--- src/design/mtrg_pkg.sv ---
// ----------------------------------------------------------------------------
// mtrg_pkg
// Shared constants, types and functions for the MT19937 random generator.
// ----------------------------------------------------------------------------
package mtrg_pkg;

   localparam int STATE_DEPTH   = 624;
   localparam int MIDDLE_OFFSET = 397;
   localparam int ADDR_W        = $clog2(STATE_DEPTH);
   localparam int POS_W         = $clog2(STATE_DEPTH + 2);
   localparam int WORD_W        = 32;
   localparam int RAND_W        = 31;

   localparam logic [WORD_W-1:0] SEED_MULT    = 32'd1812433253;
   localparam logic [WORD_W-1:0] SEED_DEFAULT = 32'd5489;
   localparam logic [WORD_W-1:0] TWIST_MATRIX = 32'h9908B0DF;
   localparam logic [WORD_W-1:0] TEMPER_B     = 32'h9D2C5680;
   localparam logic [WORD_W-1:0] TEMPER_C     = 32'hEFC60000;

   localparam logic [ADDR_W-1:0] LAST_INDEX  = ADDR_W'(STATE_DEPTH - 1);
   localparam logic [ADDR_W-1:0] MID_OFFSET  = ADDR_W'(MIDDLE_OFFSET);
   localparam logic [ADDR_W-1:0] MID_WRAP    = ADDR_W'(STATE_DEPTH - MIDDLE_OFFSET);
   localparam logic [POS_W-1:0]  POS_TWIST   = POS_W'(STATE_DEPTH);
   localparam logic [POS_W-1:0]  POS_UNSEEDED = POS_W'(STATE_DEPTH + 1);

   typedef enum logic [2:0] {
      ST_IDLE,
      ST_SEED,
      ST_PRIME,
      ST_TWIST,
      ST_READ,
      ST_LOAD
   } ctrl_state_type;

   typedef struct packed {
      logic seed_load;
      logic seed_step;
      logic twist_prime;
      logic twist_step;
      logic read_issue;
      logic out_load;
   } cmd_type;

   typedef struct packed {
      logic need_seed;
      logic need_twist;
      logic cnt_last;
      logic out_free;
   } status_type;

   function automatic logic [WORD_W-1:0] seed_next(input logic [WORD_W-1:0] x,
                                                   input logic [ADDR_W-1:0] k);
      logic [WORD_W-1:0] t;
      logic [WORD_W-1:0] p;
      t = x ^ (x >> 30);
      p = WORD_W'(t * SEED_MULT);
      return p + WORD_W'(k) + WORD_W'(1);
   endfunction

   function automatic logic [WORD_W-1:0] twist_word(input logic [WORD_W-1:0] cur,
                                                    input logic [WORD_W-1:0] nxt,
                                                    input logic [WORD_W-1:0] mid);
      logic [WORD_W-1:0] y;
      logic [WORD_W-1:0] v;
      y = {cur[WORD_W-1], nxt[WORD_W-2:0]};
      v = mid ^ (y >> 1);
      if (nxt[0]) begin
         v = v ^ TWIST_MATRIX;
      end
      return v;
   endfunction

   function automatic logic [RAND_W-1:0] temper(input logic [WORD_W-1:0] w);
      logic [WORD_W-1:0] e;
      e = w;
      e = e ^ (e >> 11);
      e = e ^ ((e << 7) & TEMPER_B);
      e = e ^ ((e << 15) & TEMPER_C);
      e = e ^ (e >> 18);
      return e[RAND_W-1:0];
   endfunction

endpackage

--- src/design/mtrg_controller.sv ---
// ----------------------------------------------------------------------------
// mtrg_controller
// Sequencer for seeding, twisting and drawing one word per request.
// ----------------------------------------------------------------------------
module mtrg_controller (
   input  logic                 clock,
   input  logic                 reset,
   input  logic                 req_valid,
   output logic                 req_ready,
   input  logic                 req_restart,
   input  mtrg_pkg::status_type sts,
   output mtrg_pkg::cmd_type    cmd
);

   mtrg_pkg::ctrl_state_type state_ff;
   mtrg_pkg::ctrl_state_type state_in;

   always_ff @(posedge clock) begin
      if (reset) begin
         state_ff <= mtrg_pkg::ST_IDLE;
      end else begin
         state_ff <= state_in;
      end
   end

   always_comb begin
      state_in  = state_ff;
      cmd       = '0;
      req_ready = 1'b0;
      case (state_ff)
         mtrg_pkg::ST_IDLE: begin
            req_ready = 1'b1;
            if (req_valid) begin
               if (req_restart || sts.need_seed) begin
                  cmd.seed_load = 1'b1;
                  state_in      = mtrg_pkg::ST_SEED;
               end else if (sts.need_twist) begin
                  state_in = mtrg_pkg::ST_PRIME;
               end else begin
                  cmd.read_issue = 1'b1;
                  state_in       = mtrg_pkg::ST_LOAD;
               end
            end
         end
         mtrg_pkg::ST_SEED: begin
            cmd.seed_step = 1'b1;
            if (sts.cnt_last) begin
               state_in = mtrg_pkg::ST_PRIME;
            end
         end
         mtrg_pkg::ST_PRIME: begin
            cmd.twist_prime = 1'b1;
            state_in        = mtrg_pkg::ST_TWIST;
         end
         mtrg_pkg::ST_TWIST: begin
            cmd.twist_step = 1'b1;
            if (sts.cnt_last) begin
               state_in = mtrg_pkg::ST_READ;
            end
         end
         mtrg_pkg::ST_READ: begin
            cmd.read_issue = 1'b1;
            state_in       = mtrg_pkg::ST_LOAD;
         end
         mtrg_pkg::ST_LOAD: begin
            if (sts.out_free) begin
               cmd.out_load = 1'b1;
               state_in     = mtrg_pkg::ST_IDLE;
            end
         end
         default: begin
            state_in = mtrg_pkg::ST_IDLE;
         end
      endcase
   end

endmodule

--- config.mk ---
export PLATFORM = sky130hd
export DESIGN_NAME = mtrg_controller
export DESIGN_NICKNAME = d
export VERILOG_FILES = /design/src/design/mtrg_pkg.sv /design/src/design/mtrg_controller.sv
export SDC_FILE = /design/constraint.sdc
export NUM_CORES = 1
export LEC_CHECK = 0
export BUFFER_PORTS_ARGS = -buffer_cell sky130_fd_sc_hd__buf_2
export CAP_MARGIN = 25
export CORE_AREA = 5 5 42 44
export CTS_CLUSTER_DIAMETER = 120
export DETAILED_ROUTE_END_ITERATION = 8
export DIE_AREA = 0 0 47 49
export GPL_ROUTABILITY_DRIVEN = 0
export PLACE_DENSITY = 0.54
export RECOVER_POWER = 25
export SLEW_MARGIN = 20
export SYNTH_ARGS = -nofsm -noshare
export SYNTH_HDL_FRONTEND = slang
export SYNTH_SLANG_ARGS = --single-unit
--- constraint.sdc ---
create_clock -name clock -period 1.3 [get_ports clock]
set_input_delay 0.065 -clock clock [delete_from_list [all_inputs] [get_ports clock]]
set_output_delay 0.065 -clock clock [all_outputs]
set_load 0.05 [all_outputs]
==> results of run 1 <==
cell usage after synthesis (2+ instances only):
library cell  count
nand2_1           2
nor3_1            4
nor3_2            3
nor2_1            2
inv_1             2
buf_6             2
a21oi_1           3
dfxtp_1           3
power groups by stage:
stage,Clock (mW),Sequential [mW],Combinational [mW]
4_1_cts,0.170,0.127,0.381
3_3_place_gp,0,0.137,0.296
3_5_place_dp,0,0.136,0.296
6_report,0.159,0.131,0.397
2_1_floorplan,0,0.112,0.252
5_1_grt,0.177,0.134,0.419
layout make-up:
| cell class | instances | area [µm²] |
|---|---|---|
| inverters | 2 | 12.5 |
| clock buffers | 4 | 26.3 |
| multi-input cells | 26 | 238 |
| repair buffers | 26 | 204 |
| fillers | 157 | 830 |
| well taps | 16 | 20.0 |
| flip-flops and latches | 3 | 71.3 |
per-layer routing:
| metal | up-vias | global-route usage [%] | part of all wire (%) |
|---|---|---|---|
| li1 | 183 | - | - |
| met1 | 171 | 9.93 | 41 |
| met2 | 11 | 14.7 | 52 |
| met3 | 0 | 2.95 | 6.7 |
| met4 | 0 | 4.15 | 0 |
| met5 | - | 0 | 0 |
per-stage QoR:
step / std cells / hold WS [ns] / area (µm²)
after floorplan: 34 / 0.203 / 333
after global placement: 67 / 0.366 / 438
after detailed placement: 67 / 0.373 / 438
after CTS: 77 / 0.115 / 544
after global routing: 77 / 0.131 / 572
final: 77 / 0.122 / 572
cells by family (layout without fill, tap and decap cells):
logic type / after synthesis / count (layout)
and+or+nand+nor: 16 / 16
AOI/OAI and AO/OA: 9 / 9
DFF: 3 / 3
muxes: 1 / 1
buffers and inverters: 5 / 32
final timing paths:
| kind | startpoint | endpoint | slack [ns] | depth (start not counted) |
|---|---|---|---|---|
| setup / recovery | state_ff[1]$_SDFFE_PP0P_ | cmd[5] | 0.01 | 4 |
| hold / removal | reset | state_ff[2]$_SDFFE_PP0P_ | 0.12 | 2 |
| setup reg to reg | state_ff[2]$_SDFFE_PP0P_ | state_ff[1]$_SDFFE_PP0P_ | 0.05 | 5 |
| hold reg to reg | state_ff[0]$_SDFFE_PP0P_ | state_ff[1]$_SDFFE_PP0P_ | 0.66 | 2 |
timing repair:
| action | 4_1_cts | 5_1_grt |
|---|---|---|
| gates cloned | 0 | 0 |
| hold buffers | 0 | 0 |
| pin swaps | 2 | 1 |
| buffers inserted | 6 | 0 |
| resized for setup | 9 | 7 |
| endpoints found under the setup margin | 6 | 7 |
==> flow_metrics.env, run 1 <==
export IMPL_status="finished clean"
export IMPL_clockBufferDepth=2
export IMPL_cts_root_buf="clkbuf_4"
export IMPL_synth_xor_area_share_pct=0
export IMPL_yosys_register_bits=3
export IMPL_critPathBufInv=2
export IMPL_h_tree_depth=1
export IMPL_syn_avg_cell_area_um2=8.54
export IMPL_power_frac_clock_pct=23.2
export IMPL_synth_fa_ha_area_share_pct=0
export IMPL_muxShareOfSynthArea_pct=3.45
export IMPL_combPwrFrac_pct=57.8
export IMPL_clock_sinks=3
export IMPL_hold_viol=0
export IMPL_largest_register="state_ff"
export IMPL_grt_first_pass_wirelength_mm=1.53
export IMPL_crit_path_top_delay_cell="dfxtp_4"
export IMPL_required_ns=1.24
export IMPL_grt_start_max_net_pins=10
export IMPL_place_hpwl_um=677
export IMPL_slew_headroom_pct=81.2
export IMPL_crit_path_end_kind="output port"
export IMPL_vias=365
export IMPL_netSwitchingFraction_pct=41.0
export IMPL_synth_edf_count=0
export IMPL_clock_skew_ns=0.00343
export IMPL_synth_top_family_by_area="simple AND/OR/NAND/NOR gates"
export IMPL_io_buffers=14
export IMPL_yosys_area_share_simple_pct=40.9
export IMPL_io_pin_count=15
export IMPL_drt_pass1_iter_count=2
export IMPL_utilization_pct=40.8
export IMPL_drt_iter0_markers=6
export IMPL_initial_core_util_pct=20.7
export IMPL_gr_total_overflow=0
export IMPL_area_delta_synth_final_pct=97.0
export IMPL_crit_chain="buf_6, nor3_4, and3b_1, buf_6"
export IMPL_path_class="register to output port"
export IMPL_powerDensity_nw_per_um2=1200
export IMPL_die_area_um2=2300
export IMPL_clock_latency_ns=0.23
export IMPL_fmax_ghz=0.775
export IMPL_syn_nets=42
export IMPL_p_leak_nw=0.264
export IMPL_async_flop_share_pct=0
export IMPL_top_regs="state_ff: 3 flops"
export IMPL_drc=0
export IMPL_grt_pass1_vias=397
export IMPL_core_um2=1400
export IMPL_cts_tree="yes"
export IMPL_grtUsageTotal_pct=8.96
export IMPL_fin_crit_sh_pct=99.2
export IMPL_setup_tns_ns=0
export IMPL_min_period_ns=1.29
export IMPL_yosys_warnings=0
export IMPL_peakVddDrop_mv=0.479
export IMPL_rsz0062_at_grt="true"
export IMPL_critical_path_top_delay_family="simple AND/OR/NAND/NOR gates"
export IMPL_switching_power_uw=282
export IMPL_antenna_cells=0
export IMPL_yosysTopAreaCell="dfxtp_1"
export IMPL_clk_pin_slew_worst_paths_ns=0.04
export IMPL_yosysSeqAreaShare_pct=20.7
export IMPL_min_path_type="primary input to register"
export IMPL_slew_viol_final=0
export IMPL_p_total_uw=687
export IMPL_synth_cell_types=21
export IMPL_crit_top_cell="buf_6"
export IMPL_synth_flop_cell="dfxtp_1"
export IMPL_largest_register_ffs=3
export IMPL_nets=70
export IMPL_netlist_area_leader_share_pct=20.7
export IMPL_cp_start_kind="register"
export IMPL_routed_wl_um=876
export IMPL_dp_slack_ns=0.0193
export IMPL_final_setup_viol_count=0
export IMPL_final_cell_mix="buf_2, buf_4, clkbuf_4, buf_6"
export IMPL_tightest_slew_ns=0.279
export IMPL_syn_inst=34
export IMPL_post_drt_wl_per_cell_um=11.4
export IMPL_path_max_fanout=4
export IMPL_die_w_um=47
export IMPL_cts_buffers=3
export IMPL_vias_per_cell=4.74
export IMPL_yosys_top_cells_area="dfxtp_1, nor3_2, buf_6, nor3_1, and4bb_4"
export IMPL_p_int_uw=406
export IMPL_final_antenna_net_count=0
export IMPL_cp_slowest_stage_delay_ns=0.35
export IMPL_synth_compound_area_share_pct=22.8
export IMPL_layout_setup_ws_ns=0.0104
export IMPL_seq_power_share_pct=19.0
export IMPL_antenna_found_initial=0
export IMPL_critical_path_arrival_ns=1.22
export IMPL_die_height_um=49
export IMPL_cap_violations=0
export IMPL_netlist_area_um2=290
export IMPL_layout_drive_gt1_share_pct=67.2
export IMPL_std_cell_rows=14
No activity file was read; power rests on OpenSTA's default activity.
==> run 2, diff against run 1 <==
- SETUP_SLACK_MARGIN: unset -> 0.2
- clock period: 1.3 -> 1.56 ns (I/O delays scaled with it)
==> flow_metrics.env, run 2 (synthesis gave the netlist of run 1 again) <==
export IMPL_status="finished clean"
export IMPL_fin_crit_sh_pct=85.7
export IMPL_vias=324
export IMPL_grt_start_max_net_pins=10
export IMPL_required_ns=1.48
export IMPL_clock_sinks=3
export IMPL_peakVddDrop_mv=0.470
export IMPL_clockBufferDepth=2
export IMPL_die_height_um=49
export IMPL_antenna_found_initial=0
export IMPL_top_regs="state_ff: 3 flops"
export IMPL_post_drt_wl_per_cell_um=11.8
export IMPL_clock_skew_ns=0.00354
export IMPL_power_frac_clock_pct=28.3
export IMPL_netSwitchingFraction_pct=43.2
export IMPL_p_leak_nw=0.218
export IMPL_core_um2=1400
export IMPL_largest_register="state_ff"
export IMPL_area_delta_synth_final_pct=57.8
export IMPL_min_period_ns=1.34
export IMPL_ctsHoldBuffers=0
export IMPL_p_int_uw=277
export IMPL_switching_power_uw=211
export IMPL_largest_register_ffs=3
export IMPL_rrSetupSlack_ns=0.35
export IMPL_antenna_cells=0
export IMPL_die_area_um2=2300
export IMPL_cts_tree="yes"
export IMPL_gr_total_overflow=0
export IMPL_mostFrequentLayoutCell="buf_2"
export IMPL_grtUsageTotal_pct=7.74
export IMPL_grt_first_pass_wirelength_mm=1.29
export IMPL_grt_pass1_vias=327
export IMPL_tightest_slew_ns=0.274
export IMPL_die_w_um=47
export IMPL_clk_pin_slew_worst_paths_ns=0.04
export IMPL_h_tree_depth=1
export IMPL_powerDensity_nw_per_um2=1070
export IMPL_routed_wl_um=815
export IMPL_placed_cells=63
export IMPL_stdcell_area_um2=458
export IMPL_final_setup_viol_count=0
export IMPL_dp_slack_ns=0.234
export IMPL_io_buffers=14
export IMPL_drc=0
export IMPL_nets=62
export IMPL_min_path_type="primary input to register"
export IMPL_critical_path_arrival_ns=1.26
export IMPL_fmax_ghz=0.748
export IMPL_layout_drive_gt1_share_pct=58.5
export IMPL_clock_latency_ns=0.23
export IMPL_io_pin_count=15
export IMPL_combPwrFrac_pct=48.9
export IMPL_cts_buffers=3
export IMPL_placed_cell_area_um2=389
export IMPL_seq_power_share_pct=22.8
export IMPL_final_cell_mix="buf_2, buf_4, nor3_2"
export IMPL_cp_start_kind="register"
export IMPL_final_antenna_net_count=0
export IMPL_layout_setup_ws_ns=0.224
export IMPL_drt_iter0_markers=1
export IMPL_drt_pass1_iter_count=2
export IMPL_place_hpwl_um=634
export IMPL_slew_headroom_pct=81.6
export IMPL_initial_core_util_pct=20.7
export IMPL_cap_violations=0
export IMPL_std_cell_rows=14
export IMPL_vias_per_cell=4.70
export IMPL_hold_viol=0
export IMPL_path_class="register to output port"
export IMPL_rsz0062_at_grt="true"
export IMPL_cts_root_buf="clkbuf_4"
export IMPL_stdcell_count=69
export IMPL_path_max_fanout=7
export IMPL_crit_path_end_kind="output port"
export IMPL_slew_viol_final=0
## run 2: changes by cell type in the layout (fill, tap and decap cells not counted), moves of 2 or more
cell and change:
buf_4 -4, buf_6 -2, nor3_4 -2, clkbuf_4 -2
## run 2: worst max-delay path, cell delays in order (launching register included)
cell and delay, ns:
dfxtp_4 0.35, buf_6 0.14, nor3_4 0.18, and3b_1 0.20
buf_6 0.16
## run 2: worst paths after layout
kind / endpoint / depth (start not counted) / startpoint
setup / recovery: cmd[5] / 4 / state_ff[2]$_SDFFE_PP0P_
hold / removal: state_ff[2]$_SDFFE_PP0P_ / 2 / reset
setup reg to reg: state_ff[1]$_SDFFE_PP0P_ / 4 / state_ff[0]$_SDFFE_PP0P_
hold reg to reg: state_ff[1]$_SDFFE_PP0P_ / 2 / state_ff[1]$_SDFFE_PP0P_
## run 2: through the flow
step                power [mW]  util, %  setup TNS (ns)  hold slack [ns]
floorplan                0.287        -          -0.137            0.216
global placement         0.327     27.8               0            0.362
detailed placement       0.326     27.8               0            0.368
CTS                      0.485     31.3               0            0.119
global route             0.526     32.7               0            0.104
finish                   0.488     32.7               0            0.114
## run 2: metal layers
layer	vias to the layer above	share of wire [%]	track usage [%]
met5	-	0	0
met3	0	9.9	3.69
met4	0	0	5.53
li1	168	-	-
met2	12	50	11.5
met1	144	40	8.10
## run 2: power by group through the flow
stage	Combinational (mW)	Sequential, mW	Clock, mW
floorplan	0.194	0.0926	0
finish	0.238	0.111	0.138
detailed placement	0.217	0.110	0
global placement	0.217	0.110	0
CTS	0.231	0.112	0.142
global route	0.252	0.115	0.159
## run 2: layout make-up
cell class              count  area, µm²
repair buffers             18        121
flip-flops and latches      3       71.3
clock buffers               4       26.3
fillers                   171        943
inverters                   2       7.51
multi-input cells          26        211
well taps                  16       20.0
## run 2: timing repair
item,in CTS,in global routing
hold endpoints to repair,0,0
setup buffers,0,2
resized for setup,10,3
pin swaps,2,2
endpoints found under the setup margin,6,4
==> run 3, diff against run 2 <==
- CTS_BUF_LIST: unset -> sky130_fd_sc_hd__clkbuf_16
==> flow_metrics.env, run 3 (synthesis gave the netlist of run 1 again) <==
export IMPL_tightest_slew_ns=0.274
export IMPL_required_ns=1.48
export IMPL_critical_path_arrival_ns=1.25
export IMPL_grtUsageTotal_pct=8.23
export IMPL_final_cell_mix="buf_2, buf_4, nor3_2"
export IMPL_die_w_um=47
export IMPL_cap_violations=0
export IMPL_rsz0062_at_grt="true"
export IMPL_p_leak_nw=0.244
export IMPL_post_drt_wl_per_cell_um=12.4
export IMPL_regArea_um2=68.8
export IMPL_powerDensity_nw_per_um2=1490
export IMPL_fill_cells=164
export IMPL_drt_pass1_iter_count=2
export IMPL_gr_total_overflow=0
export IMPL_cts_root_buf="clkbuf_16"
export IMPL_clk_pin_slew_worst_paths_ns=0.03
export IMPL_vias_per_cell=4.71
export IMPL_min_path_type="primary input to register"
export IMPL_layout_drive_gt1_share_pct=58.5
export IMPL_ctsHoldBuffers=0
export IMPL_status="finished clean"
export IMPL_h_tree_depth=1
export IMPL_clock_latency_ns=0.22
export IMPL_crit_path_end_kind="output port"
export IMPL_io_buffers=14
export IMPL_slew_headroom_pct=81.6
export IMPL_p_total_uw=749
export IMPL_io_pin_count=15
export IMPL_initial_core_util_pct=20.7
export IMPL_final_setup_viol_count=0
export IMPL_placed_cells=63
export IMPL_drc=0
export IMPL_vias=325
export IMPL_place_hpwl_um=634
export IMPL_path_max_fanout=7
export IMPL_clock_sinks=3
export IMPL_die_area_um2=2300
export IMPL_largest_register="state_ff"
export IMPL_drt_iter0_markers=4
export IMPL_grt_pass1_vias=322
export IMPL_hold_viol=0
export IMPL_fin_crit_sh_pct=85.0
export IMPL_antenna_cells=0
export IMPL_mostFrequentLayoutCell="buf_2"
export IMPL_antenna_found_initial=0
export IMPL_final_antenna_net_count=0
export IMPL_largest_register_ffs=3
export IMPL_cts_buffers=3
export IMPL_slew_viol_final=0
export IMPL_clock_skew_ns=0.00314
export IMPL_stdcell_count=69
export IMPL_cp_start_kind="register"
export IMPL_area_delta_synth_final_pct=73.7
export IMPL_top_regs="state_ff: 3 flops"
export IMPL_min_period_ns=1.33
export IMPL_core_um2=1400
export IMPL_cts_tree="yes"
export IMPL_grt_first_pass_wirelength_mm=1.35
export IMPL_fmax_ghz=0.754
export IMPL_grt_start_max_net_pins=10
export IMPL_routed_wl_um=856
export IMPL_nets=62
export IMPL_path_class="register to output port"
export IMPL_peakVddDrop_mv=0.580
export IMPL_std_cell_rows=14
export IMPL_clockBufferDepth=2
export IMPL_die_height_um=49
export IMPL_multi_input_area_um2=211
run 3: cell count changes in the layout (fill, tap and decap cells not counted), sizes merged:
cell  previous run  this run
buf             18        17
inv              2         3
run 3: timing repair:
action | in CTS | in global routing
endpoints found under the setup margin | 5 | 3
buffers inserted | 0 | 2
pin swaps | 2 | 2
gates resized for setup | 7 | 4
run 3: area by class of cell:
class	count	area share, %
multi-input combinational	26	41.9
timing repair buffer	18	23.3
clock buffer	3	14.9
sequential	3	13.6
tap	16	3.97
inverter	2	1.49
clock inverter	1	0.744
run 3: report_power, final:
| group | total, mW | switching, mW | internal (mW) |
|---|---|---|---|
| registers | 0.111 | 0.0217 | 0.0891 |
| logic | 0.236 | 0.147 | 0.0890 |
| clock network | 0.403 | 0.0719 | 0.331 |
| total | 0.749 | 0.241 | 0.509 |
run 3: critical path, stage by stage, from the launching register on:
cell	delay (ns)
dfxtp_4	0.35
buf_6	0.14
nor3_4	0.18
and3b_1	0.20
buf_6	0.16
run 3: worst paths after layout:
path	start	endpoint	slack (ns)	depth (start not counted)
max	state_ff[2]$_SDFFE_PP0P_	cmd[5]	0.23	4
min	reset	state_ff[2]$_SDFFE_PP0P_	0.13	2
max reg2reg	state_ff[0]$_SDFFE_PP0P_	state_ff[1]$_SDFFE_PP0P_	0.34	4
min reg2reg	state_ff[1]$_SDFFE_PP0P_	state_ff[1]$_SDFFE_PP0P_	0.54	2
run 3: per-layer routing:
layer | vias up | share of wire, % | track usage (%)
li1 | 169 | - | -
met1 | 146 | 43 | 8.53
met2 | 10 | 48 | 12.0
met3 | 0 | 8.9 | 3.69
met4 | 0 | 0 | 6.91
met5 | - | 0 | 0
run 3: metrics by stage:
| stage | hold WS [ns] | area [µm²] | TNS, ns | setup WS, ns | util (%) |
|---|---|---|---|---|---|
| 2_1_floorplan | 0.216 | 312 | -0.137 | -0.0803 | - |
| 3_3_place_gp | 0.362 | 389 | 0 | 0.243 | 27.8 |
| 3_5_place_dp | 0.368 | 389 | 0 | 0.234 | 27.8 |
| 4_1_cts | 0.128 | 483 | 0 | 0.207 | 34.5 |
| 5_1_grt | 0.125 | 504 | 0 | 0.181 | 36.0 |
| 6_report | 0.127 | 504 | 0 | 0.234 | 36.0 |
